File: config.mk
export PLATFORM = sky130hd
export DESIGN_NAME = gsc_ram
export DESIGN_NICKNAME = d
export VERILOG_FILES = /design/src/design/gsc_ram.sv
export SDC_FILE = /design/constraint.sdc
export NUM_CORES = 1
export LEC_CHECK = 0
export BUFFER_PORTS_ARGS = -buffer_cell sky130_fd_sc_hd__buf_2
export CAP_MARGIN = 5
export CORE_MARGIN = 2
export CORE_UTILIZATION = 38
export CTS_CLUSTER_DIAMETER = 60
export CTS_CLUSTER_SIZE = 16
export DETAILED_ROUTE_END_ITERATION = 16
export GPL_ROUTABILITY_DRIVEN = 0
export HOLD_SLACK_MARGIN = 0.05
export SETUP_SLACK_MARGIN = 0.2
export SLEW_MARGIN = 20
export SYNTH_ARGS = -nofsm -noshare
export SYNTH_HDL_FRONTEND = slang
export SYNTH_SLANG_ARGS = --single-unit
File: constraint.sdc
create_clock -name clk_i -period 3.7 [get_ports clk_i]
set_input_delay 0.555 -clock clk_i [delete_from_list [all_inputs] [get_ports clk_i]]
set_output_delay 0.555 -clock clk_i [all_outputs]
set_load 0.02 [all_outputs]
File: src/design/gsc_ram.sv
// Generic single-write, single-read RAM with a registered read port.
module gsc_ram #(
  parameter int WIDTH = 16,
  parameter int DEPTH = 64
) (
  input  logic                                   clk_i,
  input  logic                                   we_i,
  input  logic [((DEPTH > 1) ? $clog2(DEPTH) : 1)-1:0] waddr_i,
  input  logic [WIDTH-1:0]                       wdata_i,
  input  logic                                   re_i,
  input  logic [((DEPTH > 1) ? $clog2(DEPTH) : 1)-1:0] raddr_i,
  output logic [WIDTH-1:0]                       rdata_o
);

  logic [WIDTH-1:0] mem_q [DEPTH];
  logic [WIDTH-1:0] rdata_q;

  // Write port.
  always_ff @(posedge clk_i) begin
    if (we_i) begin
      mem_q[waddr_i] <= wdata_i;
    end
  end

  // Read port; a read in the cycle of a write to the same entry returns the old data.
  always_ff @(posedge clk_i) begin
    if (re_i) begin
      rdata_q <= mem_q[raddr_i];
    end
  end

  assign rdata_o = rdata_q;

endmodule

==> flow_metrics.tcl, run 1 <==
set metrics [dict create \
    grt_use_met1 0.255 \
    synth.distinct_cells 42 \
    drc_errors 0 \
    slew_headroom 0.309 \
    port_buffers 46 \
    fin_ws_ns 1.10 \
    worst_slew_pin_slew_ns 1.04 \
    cp-endpoint "rdata_o[14]" \
    worstSetupPathType "in -> reg" \
    utilization 0.431 \
    drive_gt1_frac 0.278 \
    slew_violations 0 \
    path_clk_slew_ns 0.07 \
    powerDensity_nw_per_um2 508 \
    wl_per_cell_um 28.4 \
    syn_inst 1829 \
    grt_util_met2 0.285 \
    clkLatencyLatePin_ns 0.65 \
    leakagePower_nw 14.2 \
    maxCapViolCount 0 \
    io_pins 47 \
    cts-resized-gates 0 \
    synth.cell_area_um2 40200 \
    finalNetCount 2038 \
    initial_core_util 0.382 \
    cts_made_buffers 84 \
    worst_setup_path_end_kind "flip-flop" \
    final_hold_viol_count 0 \
    vias 19246 \
    dr.pass1.iters 5 \
    setup_viol 0 \
    r2r_slack_ns 1.53 \
    grt_pass1_wl_mm 140 \
    antenna_found_initial 17 \
    grt_overflow 0 \
    required_ns 4.11 \
    ys_ff_latch 1040 \
    place_hpwl_mm 61.7 \
    grt.busiest_layer "met2" \
    postCtsHoldBufs 0 \
    synth-edff-count 1040 \
    core-area_um2 105000 \
    drtIter0Drc 2371 \
    ant_nets 0 \
    grt_use_total 0.181 \
    clock-skew-final_ns 0.0276 \
    clock.fmax_mhz 384 \
    crit_fanout 38 \
    dp_slack_ns 0.479 \
    cts_setup_buffers 0 \
    r2r_start "mem_q[7][13]" \
    cts_root_buffer "clkbuf_16" \
    reg2reg_depth 5 \
    dpl_cell_area_um2 42700 \
    yosysWarnings 0 \
    die_w_um 329 \
    grt_max_degree 65 \
    arrival_ns 3.01 \
    setup_tns_ns 0 \
    cts_max_path_buffers 3 \
    yosysSeqAreaShare 0.777 \
    synth_area_per_cell_um2 22.0 \
    avgViaCountPerCell 5.59 \
    drt-total-wl_mm 97.6 \
    grtUsageMet3 0.0419 \
    hp-class "in -> reg" \
    die_area_um2 108000 \
    fp.dieH_um 329 \
    placementRows 119 \
    post-route-period-util 0.703 \
    yosys_most_used_dff "edfxtp_1" \
    peakVddDrop_v 0.000305 \
    startpoint_type "input pin" \
    finalInstanceArea_um2 45300 \
    cts_sinks 1040 \
    cts_htree_levels 3 \
    grt_pass1_vias 19294 \
    worstSetupStartpoint "raddr_i[1]" \
    cts_tree "yes" \
    synthesis.nets 1860 \
    syn_to_final_growth_pct 12.6 \
    post-route-min-period_ns 2.60 \
    r2r-end "rdata_o[13]" \
    status "complete, no violations" \
    rsz0062_at_grt "false" \
    synthArstFlopShare 0 \
]
[layout by cell type, fill, tap and decap left out, drive strengths merged, types with 8 or more instances in the layout]
cell,n
mux4,224
clkinv,20
a311oi,8
a31oi,8
nor2b,30
a22oi,39
nor2,74
a21oi,17
a211o,8
a221oi,16
clkbuf,88
nand3,24
nand4,12
mux2i,85
a211oi,8
mux2,27
nand2,60
inv,8
o21ai,8
edfxtp,1040
buf,196
[critical path: stages]
cell	delay, ns
buf_6	0.42
buf_4	0.28
and2_1	0.46
nand2_1	0.10
a41oi_1	0.32
o21ai_0	0.45
and4_1	0.36
[per-stage QoR]
| step | hold slack, ns | total power, mW | std cells |
|---|---|---|---|
| final | 0.422 | 23.0 | 3440 |
| after global routing | 0.392 | 23.7 | 3438 |
| after CTS | 0.376 | 23.2 | 3438 |
| after detailed placement | 0.933 | 14.6 | 3312 |
| after global placement | 0.930 | 14.6 | 3312 |
| after floorplan | 0.654 | 14.0 | 1829 |
[layout make-up]
type / count / area (µm²)
Tap cell: 1391 / 1740
Clock buffer: 88 / 2160
Timing Repair Buffer: 196 / 1520
Fill cell: 8982 / 59800
Multi-Input combinational cell: 685 / 8250
Clock inverter: 38 / 383
Sequential cell: 1040 / 31200
Antenna cell: 2 / 5.00
[registers in the layout, indices dropped and copies added, names as in the netlist]
signal and cells:
mem_q 1024, rdata_o 16
[report_power, final]
group / switching [mW] / internal, mW / total [mW]
clock network: 4.11 / 4.53 / 8.64
registers: 0.0424 / 13.1 / 13.1
logic: 0.793 / 0.458 / 1.25
[routing by layer]
layer | share of wire | up-vias
li1 | - | 8009
met1 | 0.42 | 10265
met2 | 0.47 | 792
met3 | 0.086 | 162
met4 | 0.026 | 18
met5 | 0.0011 | -
[how the worst min path moves through the flow]
stage | to | startpoint | cells after the start
2_1_floorplan | mem_q[0][0] | wdata_i[0] | 0
3_3_place_gp | rdata_o[1] | mem_q[40][1] | 4
3_5_place_dp | rdata_o[4] | mem_q[44][4] | 4
4_1_cts | rdata_o[4] | re_i | 1
5_1_grt | rdata_o[11] | re_i | 1
6_report | rdata_o[9] | re_i | 1
[logic make-up (layout without fill, tap and decap cells)]
logic type,Yosys count,in the layout,share of synthesized area
AND/OR/NAND/NOR,220,220,0.0264
buffers and inverters,104,322,0.0182
AO/OA/AOI/OAI,129,129,0.0240
multiplexers,336,336,0.155
other,0,2,0
flip-flops,1040,1040,0.777
[synth_stat cells (12+ instances only)]
master,count,area share
a21oi_1,17,0.0021
a221oi_1,16,0.0035
a22oi_1,39,0.0073
buf_2,36,0.0045
buf_4,13,0.0024
buf_6,17,0.0048
clkbuf_1,24,0.0022
edfxtp_1,1040,0.78
mux2_2,27,0.0076
mux2i_1,85,0.021
mux4_2,220,0.12
nand2_1,59,0.0055
nand3_1,24,0.0030
nand4_1,12,0.0019
nor2_1,72,0.0067
nor2b_1,30,0.0047
No activity file was read; power rests on OpenSTA's default activity.
==> run 2, diff against run 1 <==
==> constraint.sdc (replaced) <==
create_clock -name clk_i -period 2.2 [get_ports clk_i]
set_input_delay 0.33 -clock clk_i [delete_from_list [all_inputs] [get_ports clk_i]]
set_output_delay 0.33 -clock clk_i [all_outputs]
set_load 0.02 [all_outputs]
==> run 2 against run 1 <==
Compared with the run above: count of clock-buffer cells in the layout rose by 2; wire length fell by 1.0%; sequential cell count did not move; core utilization rose by 1.5 points; register-to-register slack got worse by 1.4 ns; total power rose by 69%; combinational power rose by 90%; clock power rose by 69%; non-clock buffer count rose by 99; critical endpoint is now rdata_o[11]; largest power group unchanged.
==> flow_metrics.tcl, run 2 (synthesis gave the netlist of run 1 again) <==
set metrics [dict create \
    place_hpwl_mm 61.3 \
    finalHoldWorstSlack_ns 0.165 \
    r2r-end "rdata_o[11]" \
    antenna_found_initial 8 \
    setup_viol 0 \
    post-route-period-util 0.943 \
    crit_fanout 1 \
    cts_htree_levels 3 \
    worstSetupStartpoint "mem_q[6][11]" \
    path_delay_family "multiplexers" \
    clock-skew-final_ns 0.0296 \
    whs_path_depth 1 \
    final_hold_viol_count 0 \
    slew_violations 0 \
    top_register "mem_q" \
    grt_max_degree 65 \
    cpMostUsedCell "buf_4" \
    cts_tree "yes" \
    whs_endpoint "rdata_o[13]" \
    grtUsageMet3 0.0419 \
    p_sw_frac 0.213 \
    largest_reg_flops 1024 \
    worst_slew_pin_slew_ns 1.03 \
    hold_start "re_i" \
    placementRows 119 \
    worst_setup_path_end_kind "flip-flop" \
    arrival_ns 2.46 \
    post-route-min-period_ns 2.07 \
    grt_overflow 0 \
    final_common_cell "edfxtp_1" \
    grt_pass1_vias 20052 \
    io_pins 47 \
    status "complete, no violations" \
    clkLatencyLatePin_ns 0.65 \
    p_int_mw 30.7 \
    ant_nets 0 \
    cts_setup_buffers 0 \
    postCtsHoldBufs 0 \
    reg2reg_depth 7 \
    dr.pass1.iters 5 \
    vias 19349 \
    die_w_um 329 \
    cts_sinks 1040 \
    r2r_slack_ns 0.13 \
    port_buffers 46 \
    regArea_um2 31200 \
    avgViaCountPerCell 5.46 \
    wl_per_cell_um 27.3 \
    finalNetCount 2137 \
    worst-path-buf-inv 2 \
    p_switching_mw 8.30 \
    p_clk_frac 0.374 \
    drive_gt1_frac 0.328 \
    multi_input_area_um2 8370 \
    cts_made_buffers 84 \
    die_area_um2 108000 \
    maxCapViolCount 0 \
    fillers 8878 \
    crit_slowest_cell "mux4_2" \
    clock.fmax_mhz 482 \
    powerDensity_nw_per_um2 832 \
    path_clk_slew_ns 0.07 \
    core-area_um2 105000 \
    slowest_delay_ns 0.48 \
    drtIter0Drc 2057 \
    grt.busiest_layer "met2" \
    seq_power_share 0.565 \
    slew_headroom 0.314 \
    startpoint_type "flip-flop" \
    comb_power_share 0.061 \
    grt_util_met2 0.290 \
    rsz0062_at_grt "true" \
    worstSetupPathType "reg -> reg" \
    leakagePower_nw 14.9 \
    cts_max_path_buffers 3 \
    final_cell_mix "edfxtp_1 (1040), mux4_2 (220), buf_4 (187), clkbuf_16 (86), mux2i_1 (79)" \
    cp_cell_sequence "mux4_2, mux2i_1, buf_4, a22oi_1, a31oi_1, buf_4, a311oi_1" \
    drc_errors 0 \
    drt-total-wl_mm 96.6 \
    required_ns 2.58 \
    grt_use_met1 0.244 \
    grt_pass1_wl_mm 140 \
    cts_root_buffer "clkbuf_16" \
    fp.dieH_um 329 \
    hp-class "in -> reg" \
    r2r_start "mem_q[6][11]" \
    dpl_cell_area_um2 44200 \
    finalInstanceArea_um2 46800 \
    syn_to_final_growth_pct 16.5 \
    initial_core_util 0.382 \
    peakVddDrop_v 0.000625 \
    grt_use_total 0.180 \
]
[run 2: area by class of cell]
| type | instances | area share |
|---|---|---|
| timing repair buffer | 295 | 0.0620 |
| sequential | 1040 | 0.667 |
| multi-input combinational | 685 | 0.179 |
| tap | 1391 | 0.0372 |
| clock buffer | 90 | 0.0463 |
| antenna | 5 | 0.000267 |
| clock inverter | 35 | 0.00842 |
[run 2: worst max-delay path by stage]
stage                              end  slack, ns  depth (start not counted)
after floorplan           mem_q[39][0]      -0.09                          4
after global placement     rdata_o[11]      -0.56                          6
after detailed placement   rdata_o[11]      -0.53                          6
after CTS                  rdata_o[13]       0.14                          7
after global routing       rdata_o[13]       0.07                          7
final                      rdata_o[11]       0.13                          7
[run 2: power groups by stage]
stage / combinational (mW) / sequential [mW] / clock [mW]
detailed placement: 2.38 / 22.5 / 0
global route: 2.52 / 22.0 / 15.5
CTS: 2.39 / 22.0 / 14.9
floorplan: 1.15 / 22.5 / 0
global placement: 2.34 / 22.4 / 0
finish: 2.37 / 22.0 / 14.6
[run 2: stage by stage]
| step | setup slack (ns) | total power, mW | std cells | setup TNS [ns] | util |
|---|---|---|---|---|---|
| final | 0.126 | 39.0 | 3541 | 0 | 0.445 |
| after floorplan | -0.0878 | 23.6 | 1829 | -10.91 | - |
| after global routing | 0.0718 | 40.1 | 3537 | 0 | 0.445 |
| after CTS | 0.135 | 39.3 | 3536 | 0 | 0.445 |
| after global placement | -0.561 | 24.8 | 3411 | -6.37 | 0.420 |
| after detailed placement | -0.532 | 24.8 | 3411 | -6.40 | 0.420 |
[run 2: metal layers]
metal	wire length, µm	vias up
li1	-	8227
met1	40100	10335
met2	46800	639
met3	7020	142
met4	2600	6
met5	34	-
[run 2: what timing repair did]
action                                  CTS  global route
endpoints found under the hold margin     0             0
endpoints found under the setup margin    8             9
pin swaps                                 2             7
resized for setup                         7             6
==> run 3, diff against run 2 <==
==> constraint.sdc (replaced) <==
create_clock -name clk_i -period 1.95 [get_ports clk_i]
set_input_delay 0.2925 -clock clk_i [delete_from_list [all_inputs] [get_ports clk_i]]
set_output_delay 0.2925 -clock clk_i [all_outputs]
set_load 0.02 [all_outputs]
==> run 3 against run 2 <==
Compared with the run above: the run now ends with setup timing left; hold slack got worse by 0.025 ns; critical endpoint is now rdata_o[1]; clock power up 20%; global-route usage grew 0.32 points; sequential cell count is the same; final cell count rose by 0.79%; non-clock buffer count is 16 higher.
==> flow_metrics.tcl, run 3 (synthesis gave the netlist of run 1 again) <==
set metrics [dict create \
    grt_use_total 0.183 \
    clkLatencyLatePin_ns 0.66 \
    fp.dieH_um 329 \
    post-route-min-period_ns 2.02 \
    grt_pass1_wl_mm 143 \
    rsz0062_at_grt "true" \
    wl_per_cell_um 27.6 \
    slew_headroom 0.407 \
    cts_tree "yes" \
    powerDensity_nw_per_um2 939 \
    port_buffers 46 \
    finalNonFillerCells 3569 \
    r2r-end "rdata_o[1]" \
    p_sw_frac 0.217 \
    path_clk_slew_ns 0.07 \
    cts_setup_buffers 0 \
    core-area_um2 105000 \
    cts_root_buffer "clkbuf_16" \
    hp-class "in -> reg" \
    slew_violations 0 \
    seq_power_share 0.550 \
    dp_slack_ns -0.781 \
    drtIter0Drc 2101 \
    leakagePower_nw 15.2 \
    status "complete, but fails checks" \
    grt_overflow 0 \
    clock.fmax_mhz 495 \
    largest_reg_flops 1024 \
    power_mw 45.1 \
    drc_errors 0 \
    final_common_cell "edfxtp_1" \
    r2r_start "mem_q[11][1]" \
    comb_power_share 0.063 \
    grt_max_degree 65 \
    die_area_um2 108000 \
    placed_cells 3426 \
    cts_sinks 1040 \
    p_clk_frac 0.387 \
    setup_viol 7 \
    final_hold_viol_count 0 \
    drt-total-wl_mm 98.4 \
    clock-skew-final_ns 0.0356 \
    finalInstanceArea_um2 48100 \
    maxCapViolCount 0 \
    initial_core_util 0.382 \
    r2r_slack_ns -0.07 \
    peakVddDrop_v 0.000642 \
    cp-endpoint "rdata_o[1]" \
    die_w_um 329 \
    finalNetCount 2158 \
    vias 19553 \
    ant_nets 0 \
    grt_pass1_vias 19935 \
    place_hpwl_mm 60.7 \
    violations "setup timing" \
    worstSetupPathType "reg -> reg" \
    crit_fanout 1 \
    drive_gt1_frac 0.364 \
    reg2reg_depth 6 \
    io_pins 47 \
    dpl_cell_area_um2 45000 \
    required_ns 2.34 \
    worst_slew_pin_slew_ns 0.889 \
    dr.pass1.iters 5 \
    fillers 8791 \
    worst_setup_path_end_kind "flip-flop" \
    fin_ws_ns -0.0714 \
    syn_to_final_growth_pct 19.6 \
    startpoint_type "flip-flop" \
    antenna_found_initial 7 \
    post-route-period-util 1.04 \
    p_int_mw 35.3 \
    cts_made_buffers 89 \
    p_switching_mw 9.80 \
    placementRows 119 \
    cts_htree_levels 3 \
    worstSetupStartpoint "mem_q[11][1]" \
    avgViaCountPerCell 5.48 \
    postCtsHoldBufs 0 \
    cts_max_path_buffers 3 \
    final_cell_mix "edfxtp_1 (1040), mux4_2 (224), buf_4 (165), buf_12 (94), clkbuf_16 (92)" \
    top_register "mem_q" \
    arrival_ns 2.42 \
]
-- run 3: changes by cell type in the layout (fill, tap and decap cells not counted), sizes merged --
cell,previous run,this run
buf,294,309
bufinv,5,6
clkbuf,91,100
clkinv,19,21
clkinvlp,2,3
diode,5,3
inv,9,11
-- run 3: area by class of cell --
type                            count  area [µm²]  share of cell area
Sequential cell                  1040       31200               0.649
Multi-Input combinational cell    685        8840               0.184
Timing Repair Buffer              311        3490              0.0726
Clock buffer                       98        2300              0.0479
Tap cell                         1391        1740              0.0362
Clock inverter                     41         478             0.00994
Antenna cell                        3        7.51            0.000156
-- run 3: routing by layer --
layer	vias up	wire, µm	global-route usage
li1	8278	-	-
met1	10482	41200	0.255
met2	655	47700	0.293
met3	134	7320	0.0419
met4	4	2150	0.0437
met5	-	27	0
-- run 3: worst min-delay path by stage --
stage | depth (start not counted) | to | slack (ns) | start
floorplan | 0 | mem_q[0][0] | 0.39 | wdata_i[0]
finish | 1 | rdata_o[13] | 0.14 | re_i
global route | 1 | rdata_o[13] | 0.12 | re_i
global placement | 1 | rdata_o[15] | 0.74 | rdata_o[15]
detailed placement | 1 | rdata_o[15] | 0.75 | rdata_o[15]
CTS | 1 | rdata_o[1] | 0.11 | re_i
-- run 3: worst max-delay path, cell delays in order, from the launching register on --
cell and delay (ns):
edfxtp_1 0.38, mux4_2 0.46, nor2b_1 0.14, a211o_1 0.31, a31oi_2 0.25, buf_4 0.17
a311oi_1 0.05
-- run 3: power by group through the flow --
stage / clock, mW / combinational, mW / sequential (mW)
after floorplan: 0 / 1.35 / 25.3
after global placement: 0 / 2.71 / 25.3
after detailed placement: 0 / 2.76 / 25.3
after CTS: 17.8 / 2.81 / 24.8
after global routing: 18.6 / 2.99 / 24.8
final: 17.5 / 2.83 / 24.8
-- run 3: timing repair --
| item | CTS | global route |
|---|---|---|
| cloned | 0 | 1 |
| resized for setup | 32 | 27 |
| pin swaps | 30 | 6 |
| setup endpoints to repair | 16 | 16 |
-- run 3: per-stage QoR --
step | TNS [ns] | hold slack [ns] | util
finish | -0.378 | 0.140 | 0.458
global route | -0.976 | 0.118 | 0.457
CTS | -0.402 | 0.105 | 0.456
detailed placement | -9.21 | 0.750 | 0.428
floorplan | 0 | 0.391 | -
global placement | -8.73 | 0.741 | 0.428
